### src/i2cmbe_pkg.sv
// ----------------------------------------------------------------------------
// i2cmbe_pkg
// Shared types for the i2c master bit engine: command codes, sequencer
// phases and the sequencer state record.
// ----------------------------------------------------------------------------
package i2cmbe_pkg;

  localparam int unsigned CntW = 16;
  localparam int unsigned ByteW = 8;
  localparam int unsigned BitCntW = 4;
  localparam int unsigned BitsPerByte = 8;

  localparam logic [CntW-1:0] HalfPeriodRst = 16'd1;
  localparam logic [CntW-1:0] AckTimeoutRst = 16'd1000;

  // configuration register indexes
  typedef enum logic {
    CFG_HALF_PERIOD = 1'b0,
    CFG_ACK_TIMEOUT = 1'b1
  } cfg_idx_e;

  // command codes carried by each tick transaction
  typedef enum logic [2:0] {
    MODE_TICK      = 3'd0,
    MODE_START     = 3'd1,
    MODE_STOP      = 3'd2,
    MODE_WRITE     = 3'd3,
    MODE_READ_ACK  = 3'd4,
    MODE_READ_NACK = 3'd5
  } mode_e;

  // bus sequencer phases
  typedef enum logic [4:0] {
    PH_IDLE  = 5'd0,
    PH_S1    = 5'd1,
    PH_S2    = 5'd2,
    PH_S3    = 5'd3,
    PH_P1    = 5'd4,
    PH_P2    = 5'd5,
    PH_P3    = 5'd6,
    PH_WDATA = 5'd7,
    PH_WHI   = 5'd8,
    PH_WLO   = 5'd9,
    PH_WREL  = 5'd10,
    PH_POLL  = 5'd11,
    PH_AHI   = 5'd12,
    PH_ALO   = 5'd13,
    PH_RREL  = 5'd14,
    PH_RLO   = 5'd15,
    PH_RHI   = 5'd16,
    PH_KLO   = 5'd17,
    PH_KSDA  = 5'd18,
    PH_KHI   = 5'd19,
    PH_KLO2  = 5'd20
  } phase_e;

  // complete sequencer state
  typedef struct packed {
    phase_e              phase;
    logic [2:0]          operation;
    logic [BitCntW-1:0]  bit_count;
    logic [ByteW-1:0]    shift_data;
    logic [CntW-1:0]     delay_count;
    logic [CntW-1:0]     wait_count;
    logic                scl_drive;
    logic                sda_drive;
    logic                ack_flag;
    logic [ByteW-1:0]    rx_hold;
  } seq_state_t;

endpackage

### src/i2cmbe_step.sv
// ----------------------------------------------------------------------------
// i2cmbe_step
// One time step of the bus sequencer: next state and done flag from the
// current state, the tick transaction and the configuration registers.
// ----------------------------------------------------------------------------
module i2cmbe_step (
  input  i2cmbe_pkg::seq_state_t  st_i,
  input  logic [2:0]              mode_i,
  input  logic [7:0]              tx_byte_i,
  input  logic                    sda_in_i,
  input  logic [15:0]             half_period_i,
  input  logic [15:0]             ack_timeout_i,
  output i2cmbe_pkg::seq_state_t  st_o,
  output logic                    done_o
);
  import i2cmbe_pkg::*;

  // enter a phase: reload the delay and apply the line change of that phase
  function automatic seq_state_t enter_phase(seq_state_t s, phase_e p,
                                             logic [CntW-1:0] hp);
    seq_state_t r;
    r = s;
    r.phase = p;
    r.delay_count = (hp == '0) ? CntW'(1) : hp;
    unique case (p)
      PH_S1: begin
        r.scl_drive = 1'b1;
        r.sda_drive = 1'b1;
      end
      PH_S2:    r.sda_drive = 1'b0;
      PH_S3:    r.scl_drive = 1'b0;
      PH_P1: begin
        r.scl_drive = 1'b0;
        r.sda_drive = 1'b0;
      end
      PH_P2:    r.scl_drive = 1'b1;
      PH_P3:    r.sda_drive = 1'b1;
      PH_WDATA: begin
        r.sda_drive  = s.shift_data[ByteW-1];
        r.shift_data = {s.shift_data[ByteW-2:0], 1'b0};
      end
      PH_WHI:   r.scl_drive = 1'b1;
      PH_WLO:   r.scl_drive = 1'b0;
      PH_WREL:  r.sda_drive = 1'b1;
      PH_POLL: begin
        r.wait_count  = '0;
        r.delay_count = '0;
      end
      PH_AHI:   r.scl_drive = 1'b1;
      PH_ALO:   r.scl_drive = 1'b0;
      PH_RREL:  r.sda_drive = 1'b1;
      PH_RLO:   r.scl_drive = 1'b0;
      PH_RHI:   r.scl_drive = 1'b1;
      PH_KLO:   r.scl_drive = 1'b0;
      PH_KSDA:  r.sda_drive = (s.operation != 3'(MODE_READ_ACK));
      PH_KHI:   r.scl_drive = 1'b1;
      PH_KLO2:  r.scl_drive = 1'b0;
      default: ;
    endcase
    return r;
  endfunction

  seq_state_t st;
  phase_e     nxt;
  logic       fin;

  always_comb begin
    st     = st_i;
    nxt    = PH_IDLE;
    fin    = 1'b0;
    done_o = 1'b0;
    unique case (st_i.phase)
      // idle: take a command
      PH_IDLE: begin
        unique case (mode_i)
          MODE_START: begin
            st.operation = mode_i;
            st.bit_count = '0;
            st = enter_phase(st, PH_S1, half_period_i);
          end
          MODE_STOP: begin
            st.operation = mode_i;
            st.bit_count = '0;
            st = enter_phase(st, PH_P1, half_period_i);
          end
          MODE_WRITE: begin
            st.operation  = mode_i;
            st.bit_count  = '0;
            st.shift_data = tx_byte_i;
            st = enter_phase(st, PH_WDATA, half_period_i);
          end
          MODE_READ_ACK, MODE_READ_NACK: begin
            st.operation  = mode_i;
            st.bit_count  = '0;
            st.shift_data = '0;
            st = enter_phase(st, PH_RREL, half_period_i);
          end
          default: ;
        endcase
      end
      // acknowledge wait with timeout into a stop
      PH_POLL: begin
        if (!sda_in_i) begin
          st.ack_flag = 1'b1;
          st = enter_phase(st, PH_AHI, half_period_i);
        end else if (st_i.wait_count >= ack_timeout_i) begin
          st.ack_flag  = 1'b0;
          st.operation = 3'(MODE_STOP);
          st = enter_phase(st, PH_P1, half_period_i);
        end else begin
          st.wait_count = st_i.wait_count + CntW'(1);
        end
      end
      // timed phases: count down, then advance to the next phase or finish
      default: begin
        if (st.delay_count != '0) begin
          st.delay_count = st.delay_count - CntW'(1);
        end
        if (st.delay_count == '0) begin
          unique case (st_i.phase)
            PH_S1:    nxt = PH_S2;
            PH_S2:    nxt = PH_S3;
            PH_P1:    nxt = PH_P2;
            PH_P2:    nxt = PH_P3;
            PH_WDATA: nxt = PH_WHI;
            PH_WHI:   nxt = PH_WLO;
            PH_WLO: begin
              st.bit_count = st.bit_count + BitCntW'(1);
              nxt = (st.bit_count < BitCntW'(BitsPerByte)) ? PH_WDATA : PH_WREL;
            end
            PH_WREL:  nxt = PH_POLL;
            PH_AHI:   nxt = PH_ALO;
            PH_RREL:  nxt = PH_RLO;
            PH_RLO:   nxt = PH_RHI;
            PH_RHI: begin
              st.shift_data = {st.shift_data[ByteW-2:0], sda_in_i};
              st.bit_count  = st.bit_count + BitCntW'(1);
              if (st.bit_count < BitCntW'(BitsPerByte)) begin
                nxt = PH_RLO;
              end else begin
                st.rx_hold = st.shift_data;
                nxt = PH_KLO;
              end
            end
            PH_KLO:   nxt = PH_KSDA;
            PH_KSDA:  nxt = PH_KHI;
            PH_KHI:   nxt = PH_KLO2;
            default:  fin = 1'b1;
          endcase
          if (fin) begin
            st.phase = PH_IDLE;
            done_o   = 1'b1;
          end else begin
            st = enter_phase(st, nxt, half_period_i);
          end
        end
      end
    endcase
    st_o = st;
  end

endmodule

### src/i2c_master_bit_engine_top.sv
// ----------------------------------------------------------------------------
// i2c_master_bit_engine_top
// I2C master bit engine: one tick transaction in, one line/status result out.
// ----------------------------------------------------------------------------
// Each input transaction is one bus tick: the sequencer state register is
// updated by a single step of combinational logic and the result lands in an
// output register, so a new transaction is accepted every cycle while the
// output register is free or being drained.
// Commands (start, stop, write, read with ack/nack) are taken only when the
// sequencer is idle; every line change is held for half_period ticks and the
// acknowledge wait gives up after ack_timeout ticks of SDA high, issuing a
// stop and clearing ack_ok. Configuration writes take effect at once and
// should be made while the engine is idle.
module i2c_master_bit_engine_top (
  input  logic        clk_i,
  input  logic        rst_ni,
  // configuration write port
  input  logic        cfg_we_i,
  input  logic        cfg_idx_i,
  input  logic [15:0] cfg_wdata_i,
  // tick input
  input  logic        s_axis_tvalid,
  output logic        s_axis_tready,
  // tdata: [7:0] tx_byte, [8] sda_in, [15:9] zero
  input  logic [15:0] s_axis_tdata,
  // tuser: [2:0] mode
  input  logic [2:0]  s_axis_tuser,
  // result output
  output logic        m_axis_tvalid,
  input  logic        m_axis_tready,
  // tdata: [0] scl_level, [1] sda_level, [2] busy_res, [3] done_res,
  //        [11:4] rx_byte, [12] ack_ok, [15:13] zero
  output logic [15:0] m_axis_tdata
);
  import i2cmbe_pkg::*;

  logic [CntW-1:0] half_period_q;
  logic [CntW-1:0] ack_timeout_q;
  seq_state_t      st_q, st_d;
  logic            done;
  logic            accept;
  logic            out_valid_q;
  logic [15:0]     out_data_q;

  // configuration registers
  always_ff @(posedge clk_i or negedge rst_ni) begin
    if (!rst_ni) begin
      half_period_q <= HalfPeriodRst;
      ack_timeout_q <= AckTimeoutRst;
    end else if (cfg_we_i) begin
      unique case (cfg_idx_e'(cfg_idx_i))
        CFG_HALF_PERIOD: half_period_q <= cfg_wdata_i;
        CFG_ACK_TIMEOUT: ack_timeout_q <= cfg_wdata_i;
        default: ;
      endcase
    end
  end

  assign s_axis_tready = !out_valid_q || m_axis_tready;
  assign accept        = s_axis_tvalid && s_axis_tready;

  // sequencer step
  i2cmbe_step u_step (
    .st_i          (st_q),
    .mode_i        (s_axis_tuser),
    .tx_byte_i     (s_axis_tdata[7:0]),
    .sda_in_i      (s_axis_tdata[8]),
    .half_period_i (half_period_q),
    .ack_timeout_i (ack_timeout_q),
    .st_o          (st_d),
    .done_o        (done)
  );

  // sequencer state register
  always_ff @(posedge clk_i or negedge rst_ni) begin
    if (!rst_ni) begin
      st_q.phase       <= PH_IDLE;
      st_q.operation   <= '0;
      st_q.bit_count   <= '0;
      st_q.shift_data  <= '0;
      st_q.delay_count <= '0;
      st_q.wait_count  <= '0;
      st_q.scl_drive   <= 1'b1;
      st_q.sda_drive   <= 1'b1;
      st_q.ack_flag    <= 1'b0;
      st_q.rx_hold     <= '0;
    end else if (accept) begin
      st_q <= st_d;
    end
  end

  // output register
  always_ff @(posedge clk_i or negedge rst_ni) begin
    if (!rst_ni) begin
      out_valid_q <= 1'b0;
    end else if (s_axis_tready) begin
      out_valid_q <= s_axis_tvalid;
    end
  end

  always_ff @(posedge clk_i) begin
    if (accept) begin
      out_data_q <= {3'b000, st_d.ack_flag, st_d.rx_hold, done,
                     (st_d.phase != PH_IDLE), st_d.sda_drive, st_d.scl_drive};
    end
  end

  assign m_axis_tvalid = out_valid_q;
  assign m_axis_tdata  = out_data_q;

endmodule
### config.mk
export PLATFORM = sky130hd
export DESIGN_NAME = i2c_master_bit_engine_top
export DESIGN_NICKNAME = d
export VERILOG_FILES = /design/src/i2cmbe_pkg.sv /design/src/i2cmbe_step.sv /design/src/i2c_master_bit_engine_top.sv
export SDC_FILE = /design/constraint.sdc
export NUM_CORES = 1
export LEC_CHECK = 0
export BUFFER_PORTS_ARGS = -buffer_cell sky130_fd_sc_hd__buf_2
export CAP_MARGIN = 5
export CORE_MARGIN = 3
export CORE_UTILIZATION = 41
export CTS_CLUSTER_DIAMETER = 150
export DETAILED_ROUTE_END_ITERATION = 10
export MAX_ROUTING_LAYER = met4
export PLACE_DENSITY_LB_ADDON = 0.25
export SYNTH_ARGS = -nofsm -noshare
export SYNTH_HDL_FRONTEND = slang
export SYNTH_SLANG_ARGS = --single-unit
### constraint.sdc
create_clock -name clk_i -period 4.8 [get_ports clk_i]
set_input_delay 0 -clock clk_i [delete_from_list [all_inputs] [get_ports clk_i]]
set_output_delay 0 -clock clk_i [all_outputs]
set_load 0.01 [all_outputs]
==> results.txt <==
status: completed
r2r worst-path depth: 10
Ports: 59
row count: 45
RR Startpoint: st_q[27]
Placeable Area: 15400 um^2
Bufs on Longest Clock Path: 2
Worst-Margin Slew: 888 ps
Starting Density: 42.5%
highest ir drop seen on vdd: 0.000308 V
number of flops mapped to enable cells by yosys: 13
leakage power: 3.19 nW
fin crit share: 81.4%
# H-tree levels: 3
diodes inserted: 0
top cell type's share of synthesized area: 33.2%
vias per cell: 5.99
worst hold path stage count: 3
initial antenna violation count: 0
CTS Hold Bufs: 27
ys flop type: dfrtp_1
Synth Warn #: 0
share of layout cells above drive strength 1: 19.1%
CP Launch Type: flop
Max Cap Viol: 0
Post-CTS Setup Bufs: 0
cell count after synthesis: 686
Worst Path Arrival: 3990 ps
clk sink count: 109
Setup Skew: 10.6 ps
Die Height: 132 um
FF+latch count, synth: 109
setup TNS: 0 ps
worst skew pair latency: 360 ps
final net count: 802
WS Path Type: reg2reg
ys async rst share: 88.1%
via count: 5734
CTS tree: built
Post-Layout Inst Area: 7510 um^2
die footprint: 17500 um^2
mapped cell area: 6550 um^2
DR pass1 iterations: 5
GRT overflow: 0
number of buffers created by CTS: 9
routability congestion estimate: 0.892
Pwr Density: 458 nW/um^2
cts repair resizes: 0
CP required: 4890 ps
clock slew seen by the registers of the worst setup and hold paths: 80 ps
reg-to-reg slack, setup: 890 ps
Routed WL: 17.2 mm
routed length per instance: 18.0 um
Tightest Hold Check Type: in2reg
synth top area cells: dfrtp_1 (33%), mux2_2 (7.4%), edfxtp_1 (6.0%)
Final Hold Viols: 0
All-Layer GR Usage: 20.8%
register area share after synthesis: 42.8%
DIE WIDTH: 132 um
placed cell areas: 6940 um^2
RR Endpoint: m_axis_tdata[2]
post-DP HPWL: 12.1 mm
fin crit period: 3910 ps
final slew viol count: 0
Root Driver: clkbuf_16
Layout area overhead: 14.6%
Residual DRC: 0
Crit. End Element: flop
Final WS setup: 894 ps
number of library cell types mapped by synthesis: 77
most frequent cells after synthesis: dfrtp_1 (87), o21ai_0 (57), nor2_1 (52), nand2_1 (49), mux2_2 (43)
Port-buffer cells: 48
setup violators final: 0
unrepaired setup endpoints after global routing: no
Detail Route Antenna Nets: 0
min-delay src: s_axis_tdata[8]
relative slew slack: 40.6%
vias in the first global route: 5679
leading area contributor after synthesis: dfrtp_1
mean area per synthesized cell: 9.55 um^2
1st-iter DRT viols: 605
pre-CTS setup slack: 964 ps
largest net degree at the start of global routing: 64
first-pass GRT wire length: 29.1 mm
CP max FO: 13
Worst Hold End: st_q[12]
count leader, synth: dfrtp_1
Fmax: 256 MHz
critical path: stages (launching register included):
cell and delay [ps]:
dfrtp_1 500, inv_1 110, ha_1 240, or4b_1 570
nor4_1 340, mux2i_1 320, nand2_1 240, nor3_4 600
mux2i_1 190, a211oi_1 400, nand4_1 140
cells in the final DEF, fill, tap and decap left out, drive strengths merged, types with 5 or more instances in the layout:
cell type / instances
dfstp: 9
inv: 27
nor2: 52
buf: 56
o21ai: 75
o2bb2ai: 10
edfxtp: 13
nor4: 13
a22oi: 12
mux2: 52
dfrtp: 87
o21a: 5
o31ai: 9
dlygate4sd3: 27
nand3: 24
a31oi: 9
nor3: 27
a21oi: 36
nor2b: 8
clkbuf: 9
and3: 16
a21o: 7
or3: 5
nand4: 6
nand2: 49
a32oi: 7
clkinv: 7
ha: 19
o21bai: 6
cell families after synthesis:
group	after synthesis	synth area share [%]
AOI/OAI and AO/OA	215	21.9
xor gates and xnor gates	2	0.267
DFF	109	42.8
adders and majority gates	20	3.78
other	1	0.0572
and+or+nand+nor	216	17.3
buffers and inverters	68	4.54
muxes	55	9.39
final cells by class:
type,instances,area (um^2)
clock buffer,9,225
clock inverter,7,80.1
fill,1464,7920
inverter,28,105
multi-input combinational,511,3460
sequential,109,2800
tap,211,264
timing repair buffer,83,573
worst max-delay path by stage:
| stage | start | to | slack, ps | cells after the start |
|---|---|---|---|---|
| 6_report | st_q[27] | m_axis_tdata[2] | 890 | 10 |
| 5_1_grt | st_q[27] | m_axis_tdata[2] | 560 | 10 |
| 4_1_cts | st_q[27] | m_axis_tdata[2] | 920 | 10 |
| 3_5_place_dp | st_q[27] | m_axis_tdata[2] | 960 | 10 |
| 3_3_place_gp | st_q[27] | m_axis_tdata[2] | 1020 | 10 |
| 2_1_floorplan | st_q[27] | st_q[0] | 1470 | 12 |
layer usage:
metal  up-vias  global-route usage, %  wire, um
li1       2679                      -         -
met1      2802                   27.2      7650
met2       228                   33.7      8360
met3        25                   3.92       962
met4         0                   5.20       255
met5         -                      -         0
through the flow:
step / hold WS, ps / util (%) / total power [mW] / cells
2_1_floorplan: -296 / - / 2.28 / 688
3_3_place_gp: -21.0 / 45.0 / 2.58 / 915
3_5_place_dp: -16.0 / 45.0 / 2.62 / 915
4_1_cts: 8.45 / 48.7 / 3.43 / 958
5_1_grt: 7.55 / 48.7 / 3.66 / 958
6_report: 14.2 / 48.7 / 3.44 / 958
report_power, final:
part | internal [mW] | switching (mW) | leakage [nW]
Sequential | 1.12 | 0.248 | 1.34
Clock | 0.414 | 0.372 | 0.154
Combinational | 0.485 | 0.808 | 1.70
Total | 2.01 | 1.43 | 3.19
state kept, by name, indices dropped and copies added (netlist names):
register and cells:
st_q 63, ack_timeout_q 16, half_period_q 16, m_axis_tdata 13, m_axis_tvalid 1
Power figures use the tool's default switching activity.
